## src/rtl/core/lpbc_pkg.sv

```systemverilog
// ----------------------------------------------------------------------------
// lpbc_pkg: LED pulse / blink controller package
// Command codes, widths, item and result types, time saturation helper.
// ----------------------------------------------------------------------------
package lpbc_pkg;

   // counter width for elapsed time and phase limits
   localparam int TIME_WIDTH = 32;
   localparam int FIELD_W    = 32;   // width of the time fields of an item
   localparam int CMD_W      = 3;
   localparam int DUTY_W     = 9;
   localparam int CYCREQ_W   = 8;
   localparam int CYCLES_W   = 7;

   localparam logic [TIME_WIDTH-1:0] TIME_MAX = {TIME_WIDTH{1'b1}};
   localparam logic [DUTY_W-1:0]     DUTY_ONE = DUTY_W'(256);

   // command codes
   localparam logic [CMD_W-1:0] CMD_TICK       = CMD_W'(0);
   localparam logic [CMD_W-1:0] CMD_PULSE      = CMD_W'(1);
   localparam logic [CMD_W-1:0] CMD_BLINK_TIME = CMD_W'(2);
   localparam logic [CMD_W-1:0] CMD_BLINK_DUTY = CMD_W'(3);
   localparam logic [CMD_W-1:0] CMD_STOP       = CMD_W'(4);

   typedef logic [TIME_WIDTH-1:0] time_type;

   typedef struct packed {
      logic [CMD_W-1:0]           command;
      logic [FIELD_W-1:0]         pulse_length;
      logic [FIELD_W-1:0]         on_ticks;
      logic [FIELD_W-1:0]         off_ticks;
      logic signed [CYCREQ_W-1:0] cycle_request;
      logic [FIELD_W-1:0]         period_ticks;
      logic [DUTY_W-1:0]          duty_fraction;
   } item_type;

   typedef struct packed {
      logic                pin_level;
      logic                lit;
      logic                pulse_running;
      logic                blink_running;
      logic [CYCLES_W-1:0] cycles_remaining;
   } result_type;

   // clamp a field-width time to the counter maximum
   function automatic time_type sat_time(input logic [FIELD_W-1:0] v);
      time_type r;
      if (64'(v) > 64'(TIME_MAX)) begin
         r = TIME_MAX;
      end else begin
         r = TIME_WIDTH'(v);
      end
      return r;
   endfunction

endpackage

```

## src/rtl/core/lpbc_if.sv

```systemverilog
// ----------------------------------------------------------------------------
// lpbc_if: channel interfaces of the LED pulse / blink controller
// Command channel, result channel and register write channel.
// ----------------------------------------------------------------------------
interface lpbc_req_if;
   logic                                    valid;
   logic                                    ready;
   logic [lpbc_pkg::CMD_W-1:0]              command;
   logic [lpbc_pkg::FIELD_W-1:0]            pulse_length;
   logic [lpbc_pkg::FIELD_W-1:0]            on_ticks;
   logic [lpbc_pkg::FIELD_W-1:0]            off_ticks;
   logic signed [lpbc_pkg::CYCREQ_W-1:0]    cycle_request;
   logic [lpbc_pkg::FIELD_W-1:0]            period_ticks;
   logic [lpbc_pkg::DUTY_W-1:0]             duty_fraction;

   modport source (output valid, command, pulse_length, on_ticks, off_ticks,
                   cycle_request, period_ticks, duty_fraction, input ready);
   modport sink   (input valid, command, pulse_length, on_ticks, off_ticks,
                   cycle_request, period_ticks, duty_fraction, output ready);
endinterface

interface lpbc_rsp_if;
   logic                              valid;
   logic                              ready;
   logic                              pin_level;
   logic                              lit;
   logic                              pulse_running;
   logic                              blink_running;
   logic [lpbc_pkg::CYCLES_W-1:0]     cycles_remaining;

   modport source (output valid, pin_level, lit, pulse_running, blink_running,
                   cycles_remaining, input ready);
   modport sink   (input valid, pin_level, lit, pulse_running, blink_running,
                   cycles_remaining, output ready);
endinterface

interface lpbc_csr_if;
   logic valid;
   logic ready;
   logic data;

   modport source (output valid, data, input ready);
   modport sink   (input valid, data, output ready);
endinterface

```

## src/rtl/core/lpbc_engine.sv

```systemverilog
// ----------------------------------------------------------------------------
// lpbc_engine: mode state and per-item update
// Holds the pulse / blink state, applies one item per enabled cycle and
// presents the result that follows from the updated state.
// ----------------------------------------------------------------------------
module lpbc_engine (
   input  logic                 clock,
   input  logic                 reset,
   input  logic                 en,
   input  lpbc_pkg::item_type   item,
   input  logic                 active_high,
   output lpbc_pkg::result_type result
);
   import lpbc_pkg::*;

   logic                pulse_mode_ff, pulse_mode_in;
   logic                blink_mode_ff, blink_mode_in;
   logic                limited_ff, limited_in;
   logic [CYCLES_W-1:0] cycles_left_ff, cycles_left_in;
   logic                lit_ff, lit_in;
   time_type            elapsed_ff, elapsed_in;
   time_type            pulse_limit_ff, pulse_limit_in;
   time_type            on_limit_ff, on_limit_in;
   time_type            off_limit_ff, off_limit_in;

   logic [DUTY_W-1:0]           duty;
   logic [FIELD_W+DUTY_W-1:0]   duty_prod;
   logic [FIELD_W-1:0]          duty_on;
   logic [FIELD_W-1:0]          duty_off;
   time_type                    elapsed_inc;
   logic [CYCLES_W-1:0]         cycles_dec;
   logic                        req_limited;

   // on / off times from period and Q8 duty
   always_comb begin
      duty      = (item.duty_fraction > DUTY_ONE) ? DUTY_ONE : item.duty_fraction;
      duty_prod = (FIELD_W+DUTY_W)'(item.period_ticks) * (FIELD_W+DUTY_W)'(duty);
      duty_on   = duty_prod[FIELD_W+7:8];
      duty_off  = item.period_ticks - duty_on;
   end

   assign elapsed_inc = (elapsed_ff < TIME_MAX) ? elapsed_ff + 1'b1 : elapsed_ff;
   assign cycles_dec  = cycles_left_ff - 1'b1;
   assign req_limited = !item.cycle_request[CYCREQ_W-1] && (item.cycle_request != '0);

   // next state for one item
   always_comb begin
      pulse_mode_in  = pulse_mode_ff;
      blink_mode_in  = blink_mode_ff;
      limited_in     = limited_ff;
      cycles_left_in = cycles_left_ff;
      lit_in         = lit_ff;
      elapsed_in     = elapsed_ff;
      pulse_limit_in = pulse_limit_ff;
      on_limit_in    = on_limit_ff;
      off_limit_in   = off_limit_ff;
      case (item.command)
         CMD_TICK: begin
            elapsed_in = elapsed_inc;
            if (pulse_mode_ff) begin
               if (elapsed_inc >= pulse_limit_ff) begin
                  pulse_mode_in  = 1'b0;
                  blink_mode_in  = 1'b0;
                  limited_in     = 1'b0;
                  cycles_left_in = '0;
                  lit_in         = 1'b0;
               end
            end else if (blink_mode_ff) begin
               if (lit_ff && elapsed_inc >= on_limit_ff) begin
                  lit_in     = 1'b0;
                  elapsed_in = '0;
               end else if (!lit_ff && elapsed_inc >= off_limit_ff) begin
                  lit_in     = 1'b1;
                  elapsed_in = '0;
                  if (limited_ff) begin
                     cycles_left_in = cycles_dec;
                     // last cycle done: everything off
                     if (cycles_dec == '0) begin
                        pulse_mode_in = 1'b0;
                        blink_mode_in = 1'b0;
                        limited_in    = 1'b0;
                        lit_in        = 1'b0;
                     end
                  end
               end
            end
         end
         CMD_PULSE: begin
            if (!pulse_mode_ff) begin
               pulse_mode_in  = 1'b1;
               blink_mode_in  = 1'b0;
               limited_in     = 1'b0;
               cycles_left_in = '0;
               pulse_limit_in = sat_time(item.pulse_length);
               elapsed_in     = '0;
               lit_in         = 1'b1;
            end
         end
         CMD_BLINK_TIME, CMD_BLINK_DUTY: begin
            if (!blink_mode_ff) begin
               pulse_mode_in  = 1'b0;
               blink_mode_in  = 1'b1;
               limited_in     = req_limited;
               cycles_left_in = req_limited ? item.cycle_request[CYCLES_W-1:0] : '0;
               if (item.command == CMD_BLINK_TIME) begin
                  on_limit_in  = sat_time(item.on_ticks);
                  off_limit_in = sat_time(item.off_ticks);
               end else begin
                  on_limit_in  = sat_time(duty_on);
                  off_limit_in = sat_time(duty_off);
               end
               elapsed_in = '0;
               lit_in     = 1'b1;
            end
         end
         CMD_STOP: begin
            pulse_mode_in  = 1'b0;
            blink_mode_in  = 1'b0;
            limited_in     = 1'b0;
            cycles_left_in = '0;
            lit_in         = 1'b0;
            elapsed_in     = '0;
         end
         default: begin
            // unused codes leave the state alone
         end
      endcase
   end

   // result reflects the state after this item
   always_comb begin
      result.pin_level        = lit_in ? active_high : !active_high;
      result.lit              = lit_in;
      result.pulse_running    = pulse_mode_in;
      result.blink_running    = blink_mode_in;
      result.cycles_remaining = cycles_left_in;
   end

   // state registers
   always_ff @(posedge clock) begin
      if (reset) begin
         pulse_mode_ff  <= 1'b0;
         blink_mode_ff  <= 1'b0;
         limited_ff     <= 1'b0;
         cycles_left_ff <= '0;
         lit_ff         <= 1'b0;
         elapsed_ff     <= '0;
         pulse_limit_ff <= '0;
         on_limit_ff    <= '0;
         off_limit_ff   <= '0;
      end else if (en) begin
         pulse_mode_ff  <= pulse_mode_in;
         blink_mode_ff  <= blink_mode_in;
         limited_ff     <= limited_in;
         cycles_left_ff <= cycles_left_in;
         lit_ff         <= lit_in;
         elapsed_ff     <= elapsed_in;
         pulse_limit_ff <= pulse_limit_in;
         on_limit_ff    <= on_limit_in;
         off_limit_ff   <= off_limit_in;
      end
   end

`ifndef ASSERT_OFF
   // the two modes exclude each other
   a_modes_exclusive: assert property (@(posedge clock) disable iff (reset)
      !(pulse_mode_ff && blink_mode_ff))
      else $error("pulse and blink active together");

   // a limited count exists only while blinking
   a_limited_blink: assert property (@(posedge clock) disable iff (reset)
      (limited_ff || cycles_left_ff != '0) |-> blink_mode_ff)
      else $error("cycle count outside blink mode");

   // limited count never sits at zero
   a_limited_nonzero: assert property (@(posedge clock) disable iff (reset)
      limited_ff |-> (cycles_left_ff != '0))
      else $error("limited count at zero");

   // LED is dark when no mode runs
   a_dark_when_idle: assert property (@(posedge clock) disable iff (reset)
      (!pulse_mode_ff && !blink_mode_ff) |-> !lit_ff)
      else $error("LED lit with no mode");

   // state moves only when an item is applied
   a_hold_when_idle: assert property (@(posedge clock) disable iff (reset)
      !$past(en) && !$past(reset) |-> $stable(elapsed_ff) && $stable(lit_ff))
      else $error("state changed without an item");
`endif

endmodule

```

## src/rtl/core/led_pulse_blink_controller.sv

```systemverilog
// Timing: an accepted item is registered in the input register, and its result is
// loaded into the output register once the output register is free.
// Throughput: one item per cycle while results are taken; the state update is one
// pass through the update logic (a 32x9 duty multiply being the longest path).
// Reset: synchronous, active high; all modes off, LED dark, active_high = 1.
// ----------------------------------------------------------------------------
// led_pulse_blink_controller: LED pulse / blink controller top level
// Input register, update engine, output register and the active level register.
// ----------------------------------------------------------------------------
module led_pulse_blink_controller (
   input  logic       clock,
   input  logic       reset,
   lpbc_req_if.sink   req_ch,
   lpbc_rsp_if.source rsp_ch,
   lpbc_csr_if.sink   csr_ch
);
   import lpbc_pkg::*;

   logic       in_valid_ff, in_valid_in;
   item_type   in_item_ff, in_item_in;
   logic       rsp_valid_ff, rsp_valid_in;
   result_type rsp_ff, rsp_in;
   logic       active_high_ff, active_high_in;
   logic       out_free;
   logic       advance;
   logic       req_take;
   result_type eng_result;

   // handshake: output register frees the input register
   assign out_free     = !rsp_valid_ff || rsp_ch.ready;
   assign advance      = in_valid_ff && out_free;
   assign req_ch.ready = !in_valid_ff || out_free;
   assign req_take     = req_ch.valid && req_ch.ready;
   assign csr_ch.ready = 1'b1;

   // next values of the input, output and config registers
   always_comb begin
      in_valid_in    = req_take ? 1'b1 : (advance ? 1'b0 : in_valid_ff);
      in_item_in     = in_item_ff;
      if (req_take) begin
         in_item_in.command       = req_ch.command;
         in_item_in.pulse_length  = req_ch.pulse_length;
         in_item_in.on_ticks      = req_ch.on_ticks;
         in_item_in.off_ticks     = req_ch.off_ticks;
         in_item_in.cycle_request = req_ch.cycle_request;
         in_item_in.period_ticks  = req_ch.period_ticks;
         in_item_in.duty_fraction = req_ch.duty_fraction;
      end
      rsp_valid_in   = advance ? 1'b1 : (rsp_ch.ready ? 1'b0 : rsp_valid_ff);
      rsp_in         = advance ? eng_result : rsp_ff;
      active_high_in = (csr_ch.valid && csr_ch.ready) ? csr_ch.data : active_high_ff;
   end

   always_ff @(posedge clock) begin
      if (reset) begin
         in_valid_ff    <= 1'b0;
         rsp_valid_ff   <= 1'b0;
         active_high_ff <= 1'b1;
      end else begin
         in_valid_ff    <= in_valid_in;
         rsp_valid_ff   <= rsp_valid_in;
         active_high_ff <= active_high_in;
      end
      in_item_ff <= in_item_in;
      rsp_ff     <= rsp_in;
   end

   // mode state and update
   lpbc_engine u_engine (
      .clock       (clock),
      .reset       (reset),
      .en          (advance),
      .item        (in_item_ff),
      .active_high (active_high_ff),
      .result      (eng_result)
   );

   // result channel
   assign rsp_ch.valid            = rsp_valid_ff;
   assign rsp_ch.pin_level        = rsp_ff.pin_level;
   assign rsp_ch.lit              = rsp_ff.lit;
   assign rsp_ch.pulse_running    = rsp_ff.pulse_running;
   assign rsp_ch.blink_running    = rsp_ff.blink_running;
   assign rsp_ch.cycles_remaining = rsp_ff.cycles_remaining;

`ifndef ASSERT_OFF
   // a result is loaded only from a held item
   a_load_from_item: assert property (@(posedge clock) disable iff (reset)
      advance |=> rsp_valid_ff)
      else $error("result not loaded after advance");

   // a held item is not overwritten while it waits
   a_no_overrun: assert property (@(posedge clock) disable iff (reset)
      (in_valid_ff && !out_free) |-> !req_take)
      else $error("input register overrun");

   // pin level agrees with lit and the active level
   a_pin_level: assert property (@(posedge clock) disable iff (reset)
      rsp_valid_ff |-> (rsp_ff.pin_level == (rsp_ff.lit ~^ active_high_ff)))
      else $error("pin level mismatch");
`endif

endmodule
```

## src/flat_wrapper.sv

```systemverilog
// flat-port wrapper written by rule: the top's interface ports become plain ports
module led_pulse_blink_controller_flat import lpbc_pkg::*;
  (clock, reset, req_ch_valid, req_ch_command, req_ch_pulse_length, req_ch_on_ticks, req_ch_off_ticks, req_ch_cycle_request, req_ch_period_ticks, req_ch_duty_fraction, req_ch_ready, rsp_ch_valid, rsp_ch_pin_level, rsp_ch_lit, rsp_ch_pulse_running, rsp_ch_blink_running, rsp_ch_cycles_remaining, rsp_ch_ready, csr_ch_valid, csr_ch_data, csr_ch_ready);
  lpbc_req_if req_ch_i ();
  lpbc_rsp_if rsp_ch_i ();
  lpbc_csr_if csr_ch_i ();
  input  logic clock;
  input  logic reset;
  input wire logic [$bits(req_ch_i.valid)-1:0] req_ch_valid;
  input wire logic [$bits(req_ch_i.command)-1:0] req_ch_command;
  input wire logic [$bits(req_ch_i.pulse_length)-1:0] req_ch_pulse_length;
  input wire logic [$bits(req_ch_i.on_ticks)-1:0] req_ch_on_ticks;
  input wire logic [$bits(req_ch_i.off_ticks)-1:0] req_ch_off_ticks;
  input wire logic [$bits(req_ch_i.cycle_request)-1:0] req_ch_cycle_request;
  input wire logic [$bits(req_ch_i.period_ticks)-1:0] req_ch_period_ticks;
  input wire logic [$bits(req_ch_i.duty_fraction)-1:0] req_ch_duty_fraction;
  output wire logic [$bits(req_ch_i.ready)-1:0] req_ch_ready;
  output wire logic [$bits(rsp_ch_i.valid)-1:0] rsp_ch_valid;
  output wire logic [$bits(rsp_ch_i.pin_level)-1:0] rsp_ch_pin_level;
  output wire logic [$bits(rsp_ch_i.lit)-1:0] rsp_ch_lit;
  output wire logic [$bits(rsp_ch_i.pulse_running)-1:0] rsp_ch_pulse_running;
  output wire logic [$bits(rsp_ch_i.blink_running)-1:0] rsp_ch_blink_running;
  output wire logic [$bits(rsp_ch_i.cycles_remaining)-1:0] rsp_ch_cycles_remaining;
  input wire logic [$bits(rsp_ch_i.ready)-1:0] rsp_ch_ready;
  input wire logic [$bits(csr_ch_i.valid)-1:0] csr_ch_valid;
  input wire logic [$bits(csr_ch_i.data)-1:0] csr_ch_data;
  output wire logic [$bits(csr_ch_i.ready)-1:0] csr_ch_ready;
  assign req_ch_i.valid = req_ch_valid;
  assign req_ch_i.command = req_ch_command;
  assign req_ch_i.pulse_length = req_ch_pulse_length;
  assign req_ch_i.on_ticks = req_ch_on_ticks;
  assign req_ch_i.off_ticks = req_ch_off_ticks;
  assign req_ch_i.cycle_request = req_ch_cycle_request;
  assign req_ch_i.period_ticks = req_ch_period_ticks;
  assign req_ch_i.duty_fraction = req_ch_duty_fraction;
  assign req_ch_ready = req_ch_i.ready;
  assign rsp_ch_valid = rsp_ch_i.valid;
  assign rsp_ch_pin_level = rsp_ch_i.pin_level;
  assign rsp_ch_lit = rsp_ch_i.lit;
  assign rsp_ch_pulse_running = rsp_ch_i.pulse_running;
  assign rsp_ch_blink_running = rsp_ch_i.blink_running;
  assign rsp_ch_cycles_remaining = rsp_ch_i.cycles_remaining;
  assign rsp_ch_i.ready = rsp_ch_ready;
  assign csr_ch_i.valid = csr_ch_valid;
  assign csr_ch_i.data = csr_ch_data;
  assign csr_ch_ready = csr_ch_i.ready;
  led_pulse_blink_controller u_core (.clock(clock), .reset(reset), .req_ch(req_ch_i), .rsp_ch(rsp_ch_i), .csr_ch(csr_ch_i));
endmodule
```

## config.mk

```make
export PLATFORM = sky130hd
export DESIGN_NAME = led_pulse_blink_controller_flat
export DESIGN_NICKNAME = d
export VERILOG_FILES = /design/src/rtl/core/lpbc_pkg.sv /design/src/rtl/core/lpbc_if.sv /design/src/rtl/core/lpbc_engine.sv /design/src/rtl/core/led_pulse_blink_controller.sv /design/src/flat_wrapper.sv
export SDC_FILE = /design/constraint.sdc
export NUM_CORES = 1
export LEC_CHECK = 0
export BUFFER_PORTS_ARGS = -buffer_cell sky130_fd_sc_hd__clkbuf_2
export CAP_MARGIN = 20
export CORE_MARGIN = 2
export CORE_UTILIZATION = 50
export DETAILED_ROUTE_END_ITERATION = 6
export PLACE_DENSITY_LB_ADDON = 0.12
export SYNTH_ARGS = -nofsm -noshare
export SYNTH_HDL_FRONTEND = slang
export SYNTH_SLANG_ARGS = --single-unit
export TNS_END_PERCENT = 10
```

## constraint.sdc

```tcl
create_clock -name clock -period 19.32 [get_ports clock]
set_input_delay 0.966 -clock clock [delete_from_list [all_inputs] [get_ports clock]]
set_output_delay 0.966 -clock clock [all_outputs]
set_load 0.02 [all_outputs]
```

======== Word-level counts from Yosys, hierarchy flattened ========
Index checks and enable logic that the tools add are counted.
word-level totals
  output and inout port bits .............. 14
  logic and storage cells ................. 124
  input bits .............................. 154
  flip-flop bits (word level) ............. 301
operators by class
  reduce and logical (&&, ||, !) cells .... 23
  mux-type cells .......................... 56
  equality and inequality tests ........... 10
  bitwise operators ....................... 2
  multiply operators ...................... 1
  $add $sub $neg .......................... 3
  magnitude comparators ................... 5
operators by type and width
  kind                     count
  $mux W32                 9
  $pmux W32 S4             1
  $ge A32 B32 Y1           3
  $mux W7                  9
  $mul A32 B9 Y40          1
  $add A32 B1 Y32 const B  1
  $lt A32 B32 Y1 const B   1
  $sub A32 B32 Y32         1
  $mux W1                  31
  $pmux W7 S4              1
  $pmux W1 S4              4
  $ne A3 B3 Y1 const B     4
  $gt A9 B9 Y1 const B     1
  $mux W9                  1
  $reduce_and A8 Y1        1
  $reduce_bool A8 Y1       1
  $logic_not A7 Y1         1
  $sub A7 B1 Y7 const B    1
  $eq A3 B2 Y1 const B     2
  $reduce_and A3 Y1        2
  $logic_and A1 B1 Y1      5
  $logic_not A1 Y1         5
  $ne A2 B2 Y1 const B     2
  $reduce_and A4 Y1        1
  8 further kinds          11

======== Logic depth before layout (Yosys ltp) ========
  depth in word-level cells ............... 10
  gate-level depth with buffers ........... 39
  mapped depth without buffers ............ 37

======== Cells and area by module ========
Synthesis repeated with hierarchy kept, for this count alone.
unflattened totals
  cell total of the unflattened synthesis .. 2633
  area total of the unflattened synthesis .. 24684.9 um2
modules (own cells, without submodules)
  module                      seq. area each (um2)  area each (um2)  cells an instance  times used
  lpbc_engine                 2782.7                19760.2          2459               1
  led_pulse_blink_controller  4834.6                4924.7           174                1

======== Worst setup path after synthesis ========
Ideal clock, no wire load.
  kind .................................... register -> register
  start ................................... reg u_core.in_item_ff[8] (netlist bit)
  end ..................................... reg u_core.u_engine.off_limit_ff[28]
  cell stages (with the launch flop) ...... 40
  library setup time ...................... 133 ps
  buffers on the path ..................... 2
  path slack .............................. 10876 ps
  clock period less this slack ............ 8444 ps
  arrival time ............................ 8311 ps
  required time ........................... 19187 ps
  path through ............................ edfxtp_1 > clkbuf_1 > nor2b_1 > clkbuf_1 > nand2_1 > fa_1 > inv_1 > fa_1 > inv_1 > fa_1 > inv_1 > fa_1 > ha_1 > a21oi_1 > a21bo_2 > nand2_1 > nand2_1 > nand2_1 > [4 not listed] > ha_1 > o21a_1 > o21ai_0 > a21oi_1 > a31oi_1 > o311ai_1 > o221ai_1 > nand2_1 > a211oi_1 > maj3_2 > a311oi_2 > maj3_1 > nor2_1 > o41a_1 > maj3_2 > a21o_1 > mux2i_1 > a31oi_1
between the ends
  word-level cells in the longest chain between the ends .. 5
RTL lines
  what                    RTL line                          text
  start, declared         led_pulse_blink_controller.sv:20  item_type in_item_ff, in_item_in;
  start signal, assigned  led_pulse_blink_controller.sv:64  in_item_ff <= in_item_in;
  $gt A9 B9 Y1            lpbc_engine.sv:36                 duty = (item.duty_fraction > DUTY_ONE) ? DUTY_ONE : item.duty_fraction;
  $mux W9 (*)             lpbc_engine.sv:36
  $mul A32 B9 Y40 (*)     lpbc_engine.sv:37                 duty_prod = (FIELD_W+DUTY_W)'(item.period_ticks) * (FIELD_W+DUTY_W)'(duty);
  $sub A32 B32 Y32 (*)    lpbc_engine.sv:39                 duty_off = item.period_ticks - duty_on;
  $mux W32 (*)            lpbc_engine.sv:105                if (item.command == CMD_BLINK_TIME) begin
  end signal, assigned    lpbc_engine.sv:160                off_limit_ff <= off_limit_in;
  end, declared           lpbc_engine.sv:24                 time_type off_limit_ff, off_limit_in;
Every way passes the cells marked *; elsewhere a longest branch is shown, timed or not.
A chain may end at the register's enable or synchronous reset.

======== Worst setup path in the final report ========
  start ................................... reg u_core.in_item_ff[8] (netlist bit)
  end ..................................... reg u_core.u_engine.off_limit_ff[24]
The elaborated chain is that of the path after synthesis.

==> flow_metrics.tcl <==
set metrics [dict create \
    cts_buffers 36 \
    synthToLayoutAreaGrowth_pct 10.4 \
    synth_compound_area_share_pct 13.5 \
    routed_wl_um 62300 \
    synth_top_family_by_area "adder cells" \
    synth-seq-cells 301 \
    synth-adder-area-share_pct 26.6 \
    ys.warnings.count 0 \
    initial_core_util_pct 50.6 \
    post_cts_resized 0 \
    place_congestion 0.879 \
    syn_avg_cell_area_um2 9.25 \
    fillCellCount 4279 \
    fp.dieW_um 224 \
    max_stage_delay_ps 560 \
    ant_nets 0 \
    grt_pass1_vias 18700 \
    drv_cap 0 \
    finalSetupTns_ps 0 \
    synthSimpleGateAreaFrac_pct 17.1 \
    syn_nets 3141 \
    portBuffers 166 \
    cp-start-kind "register" \
    die-area_mm2 0.0501 \
    regToRegSetupSlack_ps 9930 \
    final_layout_size_suffix_gt1_share_pct 10.0 \
    core-area_mm2 0.0477 \
    clk_pin_slew_ps 60 \
    vias 18700 \
    setup_viol 0 \
    path_class "register to register" \
    worstReg2RegStart "u_core.in_item_ff[8]" \
    rows 80 \
    clock_path_buffers 3 \
    grt_max_degree 83 \
    multi_input_area_mm2 0.0148 \
    overflow 0 \
    antenna_found_initial 3 \
    dr.pass1.iters 5 \
    cp_max_fo 41 \
    clock_latency_ps 550 \
    fmax_ghz 0.107 \
    synthArstFlopShare_pct 0 \
    root_buffer "clkbuf_16" \
    final_max_slew_viol_count 0 \
    period_share_pct 48.6 \
    p_leak_uw 0.0117 \
    nNetsFinal 3237 \
    netlist-cell-type-count 86 \
    h-tree-depth 2 \
    worst_r2r_path_depth 37 \
    drc 0 \
    relSlewSlack_pct 18.2 \
    clock_skew_ps 16.0 \
    worstMarginPinSlew_ps 1210 \
    cts.sinks 301 \
    p_per_area_mw_per_mm2 116 \
    rsz0062_at_grt "false" \
    num_io_pins 168 \
    synth_mux_area_share_pct 0.295 \
    cp_slowest_cell "fa_1" \
    dp_hpwl_um 47200 \
    postCtsSetupBuffers 0 \
    wl_per_cell_um 18.6 \
    synth-edff-count 159 \
    via_per_inst 5.60 \
    hold_violations 0 \
    r2r-end "u_core.u_engine.off_limit_ff[24]" \
    min_path_type "register to register" \
    grtUsageTotal_pct 25.4 \
    synthCells 2610 \
    synthXorXnorAreaFrac_pct 3.49 \
    yosysSeqAreaShare_pct 31.5 \
    grt_first_pass_wirelength_um 100000 \
    fin_crit_ps 9390 \
    postCtsHoldBufs 0 \
    fin_ws_ps 9930 \
    cpMostUsedCell "fa_1" \
    worstHoldEndpoint "u_core.u_engine.pulse_limit_ff[30]" \
    critPathRequiredTime_ps 19780 \
    cp-end-kind "register" \
    holdPathStages 2 \
    netlist_area_mm2 0.0242 \
    tritoncts "yes" \
    outcome "complete, no violations" \
    arrival_ps 9850 \
    register_area_mm2 0.00762 \
    hp-start "u_core.u_engine.pulse_limit_ff[30]" \
    fp.dieH_um 224 \
    drtIter0Drc 1279 \
    ir_worst_vdd_v 0.0000917 \
    diodes 0 \
    synth_ff_type "edfxtp_1" \
    dpl_worst_slack_ps 10000 \
    cp-startpoint "u_core.in_item_ff[8]" \
]
==> critical path, delay by kind of cell (launching register included) <==
family	cells	cell delay, ps
simple gates	8	990
flops	1	380
xor+xnor	1	130
buf+inv	5	780
fa+ha+maj	9	3780
compound gates	14	3200
==> layer usage <==
layer	vias up	track usage (%)	routed length (µm)
met2	507	41.1	29000
met1	9196	35.4	28200
met5	-	0	18
met3	94	3.12	3130
met4	2	8.73	1940
li1	8945	-	-
==> worst max path at each step <==
stage / end / slack, ps / depth (start not counted)
after floorplan: u_core.u_engine.off_limit_ff[28] / 10880 / 39
after global placement: u_core.u_engine.off_limit_ff[28] / 10210 / 37
after detailed placement: u_core.u_engine.off_limit_ff[24] / 10000 / 37
after CTS: u_core.u_engine.off_limit_ff[24] / 9970 / 37
after global routing: u_core.u_engine.off_limit_ff[24] / 9260 / 37
final: u_core.u_engine.off_limit_ff[24] / 9930 / 37
==> synth_stat cells (32+ instances only) <==
| library cell | n | area share [%] |
|---|---|---|
| nor2_1 | 170 | 2.6 |
| fa_1 | 210 | 17 |
| clkbuf_1 | 118 | 1.8 |
| xnor2_1 | 62 | 2.2 |
| and2_1 | 172 | 4.5 |
| o21ai_0 | 65 | 1.3 |
| a211oi_1 | 100 | 3.1 |
| nand3_1 | 32 | 0.66 |
| dfxtp_1 | 142 | 12 |
| a21o_1 | 48 | 1.5 |
| ha_1 | 167 | 8.7 |
| nand2_1 | 309 | 4.8 |
| a21oi_1 | 116 | 2.4 |
| inv_1 | 350 | 5.4 |
| nor3_1 | 37 | 0.77 |
| edfxtp_1 | 159 | 20 |
==> layout make-up <==
| class | instances | share of cell area, % |
|---|---|---|
| multi-input cells | 1832 | 55.4 |
| flip-flops and latches | 301 | 28.6 |
| inverters | 350 | 4.93 |
| repair buffers | 185 | 3.75 |
| clock buffers | 43 | 3.55 |
| well taps | 615 | 2.89 |
| clock inverters | 22 | 0.910 |
==> kinds of logic (layout without fill, tap and decap cells) <==
| family | Yosys count | in the layout |
|---|---|---|
| AOI/OAI and AO/OA | 484 | 484 |
| adders and majority gates | 391 | 391 |
| buffers and inverters | 477 | 600 |
| and+or+nand+nor | 855 | 855 |
| DFF | 301 | 301 |
| muxes | 7 | 7 |
| xor gates and xnor gates | 94 | 94 |
| other | 1 | 1 |
==> cells in the final DEF, fill, tap and decap left out, drive strengths merged, types with 37 or more instances in the layout <==
cell / instances
ha: 167
a21o: 48
nand2: 309
nor2: 170
dfxtp: 142
clkbuf: 208
inv: 354
nor3: 37
xnor2: 63
and2: 172
a21oi: 117
o21ai: 69
edfxtp: 159
fa: 210
a211oi: 100
==> through the flow <==
step / hold slack [ps] / std cells / power, µW / instance area [µm²] / util [%]
after global placement: 445 / 3281 / 2400 / 25400 / 53.3
after floorplan: 420 / 2610 / 2050 / 24200 / -
after global routing: 477 / 3348 / 3360 / 26700 / 55.8
final: 457 / 3348 / 3100 / 26700 / 55.8
after detailed placement: 451 / 3281 / 2420 / 25400 / 53.3
after CTS: 460 / 3346 / 3130 / 26600 / 55.8
==> state kept, by name (all words and copies together), names as in the netlist <==
name and cells:
u_core.rsp_ch.blink_running 1, u_core.in_item_ff 148, u_core.u_engine.pulse_mode_ff 1, u_core.rsp_ch.cycles_remaining 7, u_core.u_engine.lit_ff 1, u_core.u_engine.cycles_left_ff 7, u_core.active_high_ff 1, u_core.in_valid_ff 1
u_core.u_engine.on_limit_ff 32, u_core.u_engine.elapsed_ff 32, u_core.rsp_ch.pin_level 1, u_core.rsp_ch.valid 1, u_core.u_engine.pulse_limit_ff 32, u_core.u_engine.off_limit_ff 32, u_core.u_engine.blink_mode_ff 1, u_core.u_engine.limited_ff 1
u_core.rsp_ch.pulse_running 1, u_core.rsp_ch.lit 1
==> power by group <==
part	switching, µW	internal [µW]
Clock	284	408
Sequential	32.1	708
Combinational	981	689
Total	1300	1800
No activity file was read; power rests on OpenSTA's default activity.
